<file path="config.mk">
export PLATFORM = sky130hd
export DESIGN_NAME = handle_slot_table_core
export DESIGN_NICKNAME = d
export VERILOG_FILES = /design/src/rtl/hst_pkg.sv /design/src/rtl/hst_ram.sv /design/src/rtl/hst_find.sv /design/src/rtl/handle_slot_table_core.sv
export SDC_FILE = /design/constraint.sdc
export NUM_CORES = 2
export LEC_CHECK = 0
export ABC_AREA = 1
export BUFFER_PORTS_ARGS = -buffer_cell sky130_fd_sc_hd__clkbuf_2
export CORE_ASPECT_RATIO = 0.5
export CORE_MARGIN = 2
export CORE_UTILIZATION = 35
export CTS_BUF_LIST = sky130_fd_sc_hd__clkbuf_8
export DETAILED_ROUTE_END_ITERATION = 8
export PLACE_DENSITY = 0.51
export SLEW_MARGIN = 5
export SYNTH_ARGS = -nofsm -noshare
export SYNTH_HDL_FRONTEND = slang
export SYNTH_SLANG_ARGS = --single-unit
export TNS_END_PERCENT = 5
</file>
<file path="constraint.sdc">
create_clock -name clk -period 11.6 [get_ports clk]
set_clock_uncertainty 0.1 [all_clocks]
set_input_delay 1.16 -clock clk [delete_from_list [all_inputs] [get_ports clk]]
set_output_delay 1.16 -clock clk [all_outputs]
set_load 0.005 [all_outputs]
</file>
<file path="src/rtl/hst_pkg.sv">
package hst_pkg;

	localparam int DEPTH_DEF   = 64;
	localparam int VALUE_W_DEF = 32;

	localparam int FUNC_W   = 3;
	localparam int HANDLE_W = 7;
	localparam int DATA_W   = 32;
	localparam int STATUS_W = 3;
	localparam int CFG_W    = 7;

	localparam logic [CFG_W-1:0] TABLE_SIZE_RST = 7'd64;

	localparam logic [FUNC_W-1:0] FN_PUT       = 3'd0;
	localparam logic [FUNC_W-1:0] FN_REMOVE    = 3'd1;
	localparam logic [FUNC_W-1:0] FN_GET       = 3'd2;
	localparam logic [FUNC_W-1:0] FN_ITER_INIT = 3'd3;
	localparam logic [FUNC_W-1:0] FN_ITER_NEXT = 3'd4;
	localparam logic [FUNC_W-1:0] FN_ITER_DEL  = 3'd5;

	localparam logic [STATUS_W-1:0] ST_OK   = 3'd0;
	localparam logic [STATUS_W-1:0] ST_FULL = 3'd1;
	localparam logic [STATUS_W-1:0] ST_BAD  = 3'd2;
	localparam logic [STATUS_W-1:0] ST_END  = 3'd3;
	localparam logic [STATUS_W-1:0] ST_ZERO = 3'd4;

endpackage

</file>
<file path="src/rtl/hst_ram.sv">
module hst_ram #(
	parameter int WIDTH = 32,
	parameter int DEPTH = 64,
	localparam int AW = (DEPTH > 1) ? $clog2(DEPTH) : 1
) (
	input  logic             clk,
	input  logic             we,
	input  logic [AW-1:0]    waddr,
	input  logic [WIDTH-1:0] wdata,
	input  logic [AW-1:0]    raddr,
	output logic [WIDTH-1:0] rdata
);

	logic [WIDTH-1:0] mem_q [DEPTH];

	always_ff @(posedge clk) begin
		if (we) begin
			mem_q[waddr] <= wdata;
		end
		rdata <= mem_q[raddr];
	end

endmodule

</file>
<file path="src/rtl/hst_find.sv">
module hst_find #(
	parameter int DEPTH = 64,
	localparam int IW = (DEPTH > 1) ? $clog2(DEPTH) : 1,
	localparam int SZ_W = $clog2(DEPTH + 1)
) (
	input  logic [DEPTH-1:0] vec,
	input  logic [SZ_W-1:0]  lo,
	output logic             hit_lo,
	output logic [IW-1:0]    idx_lo
);

	// Lowest set bit at or above lo. Two of these, one with lo at zero,
	// form a rotating priority encoder.
	always_comb begin
		hit_lo = 1'b0;
		idx_lo = '0;
		for (int i = DEPTH - 1; i >= 0; i--) begin
			if (vec[i] && SZ_W'(i) >= lo) begin
				hit_lo = 1'b1;
				idx_lo = IW'(i);
			end
		end
	end

endmodule

</file>
<file path="src/rtl/handle_slot_table_core.sv">
// Handle slot table. Pulse start while busy is low to issue one command; the
// result appears in the next cycle on out_handle, out_value, status and
// iter_has_more for exactly one cycle, marked by done, and cannot be held
// off. A command passes through the accept cycle, in which an
// occupancy bitmap and a rotating priority encoder pick the slot, and the
// cycle of the slot memory's registered read, in which a put writes its
// value back. busy is high during that read cycle. The slot store is
// empty right after reset with no clearing pass, since the occupancy bitmap
// decides which entries hold data. table_size may be written through the
// cfg channel, which is always ready, only while no command is in flight.
module handle_slot_table_core
	import hst_pkg::*;
#(
	parameter int DEPTH   = DEPTH_DEF,
	parameter int VALUE_W = VALUE_W_DEF
) (
	input  logic                clk,
	input  logic                arst_n,
	input  logic                start,
	output logic                busy,
	input  logic [FUNC_W-1:0]   func,
	input  logic [HANDLE_W-1:0] handle,
	input  logic [DATA_W-1:0]   value,
	output logic                done,
	output logic [HANDLE_W-1:0] out_handle,
	output logic [DATA_W-1:0]   out_value,
	output logic [STATUS_W-1:0] status,
	output logic                iter_has_more,
	input  logic                cfg_valid,
	output logic                cfg_ready,
	input  logic [CFG_W-1:0]    cfg_data
);

	localparam int IW   = (DEPTH > 1) ? $clog2(DEPTH) : 1;
	localparam int SZ_W = $clog2(DEPTH + 1);
	localparam int CW   = (SZ_W > HANDLE_W) ? SZ_W : HANDLE_W;

	logic [CFG_W-1:0]   table_size_q;
	logic [DEPTH-1:0]   occ_q;
	logic [SZ_W-1:0]    used_q;
	logic [IW-1:0]      next_q;
	logic [IW-1:0]      cursor_q;
	logic               cur_valid_q;
	logic [SZ_W-1:0]    left_q;

	logic               valid_s1;
	logic               show_s1;
	logic               wr_s1;
	logic [IW-1:0]      idx_s1;
	logic [VALUE_W-1:0] wval_s1;
	logic [HANDLE_W-1:0] oh_s1;
	logic [STATUS_W-1:0] st_s1;

	logic               accept;
	logic [CW-1:0]      ts_ext;
	logic [SZ_W-1:0]    size;
	logic [DEPTH-1:0]   in_range;
	logic [VALUE_W-1:0] wval;
	logic [SZ_W-1:0]    put_lo;
	logic [SZ_W-1:0]    nxt_lo;
	logic               put_hit_lo, put_hit_any, nx_hit;
	logic [IW-1:0]      put_idx_lo, put_idx_any, nx_idx;
	logic [IW-1:0]      put_idx;
	logic [SZ_W-1:0]    put_inc;
	logic [IW-1:0]      hidx;
	logic               bad_handle;
	logic [IW-1:0]      raddr;
	logic [VALUE_W-1:0] rdata;

	assign accept    = start && !busy;
	assign busy      = valid_s1;
	assign cfg_ready = 1'b1;

	// Table size clamped to 1..DEPTH.
	assign ts_ext = CW'(table_size_q);
	always_comb begin
		if (ts_ext == '0) begin
			size = SZ_W'(1);
		end else if (ts_ext > CW'(DEPTH)) begin
			size = SZ_W'(DEPTH);
		end else begin
			size = SZ_W'(ts_ext);
		end
	end

	always_comb begin
		for (int i = 0; i < DEPTH; i++) begin
			in_range[i] = SZ_W'(i) < size;
		end
	end

	assign wval   = VALUE_W'(value);
	assign put_lo = (SZ_W'(next_q) < size) ? SZ_W'(next_q) : '0;
	assign nxt_lo = cur_valid_q ? SZ_W'(cursor_q) + SZ_W'(1) : '0;

	hst_find #(.DEPTH(DEPTH)) u_put_find (
		.vec   (~occ_q & in_range),
		.lo    (put_lo),
		.hit_lo(put_hit_lo),
		.idx_lo(put_idx_lo)
	);

	// Search from slot 0 for the wrap-around case.
	hst_find #(.DEPTH(DEPTH)) u_put_wrap (
		.vec   (~occ_q & in_range),
		.lo    (SZ_W'(0)),
		.hit_lo(put_hit_any),
		.idx_lo(put_idx_any)
	);

	hst_find #(.DEPTH(DEPTH)) u_next_find (
		.vec   (occ_q & in_range),
		.lo    (nxt_lo),
		.hit_lo(nx_hit),
		.idx_lo(nx_idx)
	);

	assign put_idx    = put_hit_lo ? put_idx_lo : put_idx_any;
	assign put_inc    = SZ_W'(put_idx) + SZ_W'(1);
	assign hidx       = IW'(CW'(handle) - CW'(1));
	assign bad_handle = (handle == '0) || (CW'(handle) > CW'(size));

	always_comb begin
		case (func)
			FN_ITER_NEXT: raddr = nx_idx;
			FN_ITER_DEL:  raddr = cursor_q;
			default:      raddr = hidx;
		endcase
	end

	hst_ram #(.WIDTH(VALUE_W), .DEPTH(DEPTH)) u_slots (
		.clk  (clk),
		.we   (valid_s1 && wr_s1),
		.waddr(idx_s1),
		.wdata(wval_s1),
		.raddr(raddr),
		.rdata(rdata)
	);

	always_ff @(posedge clk or negedge arst_n) begin
		if (!arst_n) begin
			table_size_q <= TABLE_SIZE_RST;
		end else if (cfg_valid && cfg_ready) begin
			table_size_q <= cfg_data;
		end
	end

	// Control state is updated at accept; the slot data follows in the next cycle,
	// while busy keeps the next command out.
	always_ff @(posedge clk or negedge arst_n) begin
		if (!arst_n) begin
			occ_q       <= '0;
			used_q      <= '0;
			next_q      <= '0;
			cursor_q    <= '0;
			cur_valid_q <= 1'b0;
			left_q      <= '0;
			valid_s1    <= 1'b0;
			show_s1     <= 1'b0;
			wr_s1       <= 1'b0;
		end else begin
			valid_s1 <= accept;
			if (accept) begin
				show_s1 <= 1'b0;
				wr_s1   <= 1'b0;
				case (func)
					FN_PUT: begin
						if (wval != '0 && put_hit_any) begin
							wr_s1          <= 1'b1;
							occ_q[put_idx] <= 1'b1;
							used_q         <= used_q + SZ_W'(1);
							next_q         <= (put_inc >= size) ? '0 : IW'(put_inc);
						end
					end
					FN_REMOVE: begin
						if (!bad_handle) begin
							show_s1 <= occ_q[hidx];
							next_q  <= hidx;
							if (occ_q[hidx]) begin
								occ_q[hidx] <= 1'b0;
								used_q      <= used_q - SZ_W'(1);
							end
						end
					end
					FN_GET: begin
						if (!bad_handle) begin
							show_s1 <= occ_q[hidx];
						end
					end
					FN_ITER_INIT: begin
						cur_valid_q <= 1'b0;
						cursor_q    <= '0;
						left_q      <= used_q;
					end
					FN_ITER_NEXT: begin
						if (left_q != '0 && nx_hit) begin
							show_s1     <= 1'b1;
							cursor_q    <= nx_idx;
							cur_valid_q <= 1'b1;
							left_q      <= left_q - SZ_W'(1);
						end else begin
							left_q <= '0;
						end
					end
					FN_ITER_DEL: begin
						if (cur_valid_q && SZ_W'(cursor_q) < size) begin
							show_s1 <= occ_q[cursor_q];
							next_q  <= cursor_q;
							if (occ_q[cursor_q]) begin
								occ_q[cursor_q] <= 1'b0;
								used_q          <= used_q - SZ_W'(1);
							end
						end
					end
					default: begin
					end
				endcase
			end
		end
	end

	always_ff @(posedge clk) begin
		if (accept) begin
			idx_s1  <= put_idx;
			wval_s1 <= wval;
			oh_s1   <= '0;
			st_s1   <= ST_OK;
			case (func)
				FN_PUT: begin
					if (wval == '0) begin
						st_s1 <= ST_ZERO;
					end else if (!put_hit_any) begin
						st_s1 <= ST_FULL;
					end else begin
						oh_s1 <= HANDLE_W'(put_inc);
					end
				end
				FN_REMOVE, FN_GET: begin
					if (bad_handle) begin
						st_s1 <= ST_BAD;
					end
				end
				FN_ITER_NEXT: begin
					if (left_q != '0 && nx_hit) begin
						oh_s1 <= HANDLE_W'(SZ_W'(nx_idx) + SZ_W'(1));
					end else begin
						st_s1 <= ST_END;
					end
				end
				FN_ITER_DEL: begin
					if (!cur_valid_q || SZ_W'(cursor_q) >= size) begin
						st_s1 <= ST_BAD;
					end
				end
				default: begin
				end
			endcase
		end
	end

	assign done          = valid_s1;
	assign out_handle    = oh_s1;
	assign out_value     = show_s1 ? DATA_W'(rdata) : '0;
	assign status        = st_s1;
	assign iter_has_more = left_q != '0;

endmodule

</file>
==> impl_metrics.csv <==
group,metric,value,unit
status,status,"finished clean",
sta,hold_violations,0,
logic_synthesis,synth_top_cell_by_area,"edfxtp_1",
sta,setup_violations,0,
logic_synthesis,synthXorXnorAreaFrac,0.1189,%
clock_network,cts_hold_buf,0,
routing,vias_per_cell,5.379,
clock_network,clock_sinks,2229,
logic_synthesis,ys_top_cells_by_count,"nand2_1, nand3_1, edfxtp_1",
sta,slew_violations,0,
clock_network,clock_latency,0.96,ns
worst_setup_path,crit_type,"reg -> reg",
die,ios,99,
die,core-area,292200,um2
layout,area_delta_synth_final,11.18,%
worst_setup_path,critPathTopFamily,"simple AND/OR/NAND/NOR gates",
worst_setup_path,path_buf_inv,4,
global_routing,grt_pass1_wl,546.6,mm
worst_setup_path,cp_max_fo,73,
clock_network,htree_levels,5,
worst_setup_path,required,12.37,ns
logic_synthesis,synth_edf_count,2096,
logic_synthesis,synth_cell_types,61,
global_routing,top_usage_layer,"met2",
routing,detail_route.wl_per_cell,26.63,um
logic_synthesis,synth_most_common_cell,"nand2_1",
sta,min_period,10.15,ns
global_routing,track_usage,24.99,%
layout,final_cells,14470,
sta,rsz0062_at_grt,"false",
logic_synthesis,ys_seq_area_share,64.09,%
logic_synthesis,synth_top_family_by_area,"simple AND/OR/NAND/NOR gates",
routing,drc,0,
layout,drive_gt1_share,8.006,%
placed_design,gp_congestion,0.9562,
die,die_y,387.9,um
sta,fmax,0.09853,GHz
die,die_x,771.8,um
worst_setup_path,setup.worst_path.end_class,"flip-flop",
die,placementRows,140,
global_routing,use_met2,37.87,%
global_routing,grt_max_degree,176,
placed_design,place_inst,13850,
global_routing,grt_use_met1,36.59,%
clock_network,cts-root-buf,"clkbuf_8",
sta,fin_crit_sh,87.50,%
die,initial_core_util,35.31,%
hold_path,hold_path_class,"in -> async",
layout,nNetsFinal,10390,
clock_network,cts.clk_slew.worst_paths,0.06,ns
logic_synthesis,synth_area,103200,um2
logic_synthesis,ys_warn_count,0,
logic_synthesis,synth_simple_gate_area_share,24.99,%
power_and_ir_drop,internal_power,12.92,mW
placed_design,portBuffers,97,
placed_design,place.detailed.hpwl,214.5,mm
worst_setup_path,reg2reg_slack,1.45,ns
flow_run,maxCapViolations,0,
logic_synthesis,synth_compound_area_share,3.366,%
global_routing,antenna_found_initial,14,
routing,dr.pass1.iters,6,
routing,routed_wl,385.4,mm
worst_setup_path,cp_slowest_cell,"nand3_1",
sta,setup_tns,0,ns
power_and_ir_drop,power_density,170.0,nW/um2
logic_synthesis,synth_top_area_share,61.02,%
worst_setup_path,max_stage_delay,0.74,ns
worst_setup_path,arrival,10.92,ns
global_routing,grt_overflow,0,
power_and_ir_drop,irDropWorstVdd,0.1014,mV
clock_network,cts_setup_buffers,0,
clock_network,clockBufferDepth,4,
logic_synthesis,synth_area_leaders,"edfxtp_1, nand3_1, nand2_1",
routing,num_vias,77840,
power_and_ir_drop,clockPowerShare,32.2,%
logic_synthesis,syn_nets,10300,
sta,worstMarginPinSlew,1.221,ns
die,die_area,299400,um2
clock_network,cts_tree,"built",
global_routing,grtUsageMet3,3.979,%
logic_synthesis,async_flop_share,4.531,%
logic_synthesis,muxShareOfSynthArea,0,%
power_and_ir_drop,seqPwrFrac,46.7,%
logic_synthesis,synth_fa_ha_area_share,0.4439,%
worst_setup_path,path_common_cell,"nand2_1",
logic_synthesis,synth_seq_cells,2229,
routing,drtAntennaViolNets,0,
logic_synthesis,synth_area_per_cell,10.10,um2
logic_synthesis,synth_cells,10210,
clock_network,numCtsBuffers,351,
sta,slew_headroom,18.58,%
clock_network,ctsResizeCount,0,
power_and_ir_drop,p_switching,6.571,mW
worst_setup_path,start_kind,"flip-flop",
routing,drt_iter0_drc,8966,
power_and_ir_drop,p_sw_share,33.71,%
power_and_ir_drop,comb_power_share,21.2,%
global_routing,grt_pass1_vias,73340,
logic_synthesis,synth_ff_type,"edfxtp_1",
power_and_ir_drop,cellLeakagePower,45.52,nW
-- cell families after synthesis --
| logic type | count (synthesis) |
|---|---|
| other | 1 |
| flip-flops | 2229 |
| buffers and inverters | 1744 |
| AND/OR/NAND/NOR | 5622 |
| XOR/XNOR | 14 |
| AO/OA/AOI/OAI | 564 |
| adder cells (fa/ha/maj) | 36 |
-- cells in the final DEF (no fill, tap or decap), types with 10 or more instances in the layout --
master,Yosys,routed
o22ai_1,92,92
clkinv_1,14,90
ha_1,35,35
clkbuf_8,0,368
nand2_1,2433,2433
nor4_1,17,16
clkbuf_2,0,96
buf_12,0,39
a21oi_1,82,81
nand4_1,43,43
clkinv_2,0,23
dfrtp_1,100,99
nand3_1,2272,2270
xor2_1,10,10
edfxtp_1,2096,2096
a22oi_1,54,54
diode_2,0,11
dfxtp_1,32,32
a31oi_1,12,11
nor2_4,2,67
buf_4,18,192
inv_1,1129,1251
o211ai_1,15,15
o2111ai_1,15,15
nor2_1,358,292
nand3b_1,395,395
nor3_1,81,80
o41ai_1,14,14
o31ai_1,41,41
o21ai_0,193,191
-- power by group through the flow --
stage / Clock (mW) / Combinational (mW) / Sequential, mW
2_1_floorplan: 0 / 2.31 / 9.22
3_3_place_gp: 0 / 4.11 / 9.26
3_5_place_dp: 0 / 4.07 / 9.26
4_1_cts: 6.41 / 4.08 / 9.09
5_1_grt: 6.74 / 4.45 / 9.10
6_report: 6.27 / 4.12 / 9.10
-- per-layer routing --
layer,routed length (um),share of wire [%]
met1,173500,45
met2,169900,44
met3,29060,7.5
met4,12860,3.3
met5,13,0.0034
-- cell type report --
type / instances / area (um2)
Tap cell: 3905 / 4886
Clock buffer: 368 / 5065
Inverter: 1152 / 4345
Antenna cell: 11 / 27.53
Fill cell: 28840 / 177500
Sequential cell: 2229 / 66110
Clock inverter: 242 / 1120
Timing Repair Buffer: 327 / 2703
Multi-Input combinational cell: 6237 / 30430
-- final timing paths --
kind,startpoint,endpoint,depth (start not counted)
setup / recovery,cursor_q[2],u_slots.rdata[25],68
hold / removal,arst_n,table_size_q[5],1
setup reg to reg,cursor_q[2],u_slots.rdata[25],68
hold reg to reg,used_q[6],used_q[6],1
max in group asynchronous,arst_n,occ_q[19],2
min in group clk,value[21],wval_s1[21],1
-- through the flow --
stage / total power [mW] / setup slack (ns) / cell area, um2 / hold slack [ns] / utilization, %
3_3_place_gp: 13.38 / 1.578 / 108500 / 0.3633 / 37.13
5_1_grt: 20.29 / 0.8367 / 114700 / 0.1937 / 39.24
6_report: 19.49 / 1.450 / 114700 / 0.2088 / 39.25
2_1_floorplan: 11.53 / 3.664 / 103200 / 0.3420 / -
3_5_place_dp: 13.33 / 1.904 / 108500 / 0.3720 / 37.13
4_1_cts: 19.59 / 1.909 / 114700 / 0.1392 / 39.24
-- registers in the layout (all words and copies together) (netlist names) --
name	cells
u_slots.rdata	32
table_size_q	7
used_q	7
idx_s1	6
left_q	7
occ_q	64
cur_valid_q	1
cursor_q	6
wr_s1	1
next_q	6
wval_s1	32
status	3
show_s1	1
u_slots.mem_q	2048
busy	1
out_handle	7
Note: power is estimated with default switching activity, not from simulation.
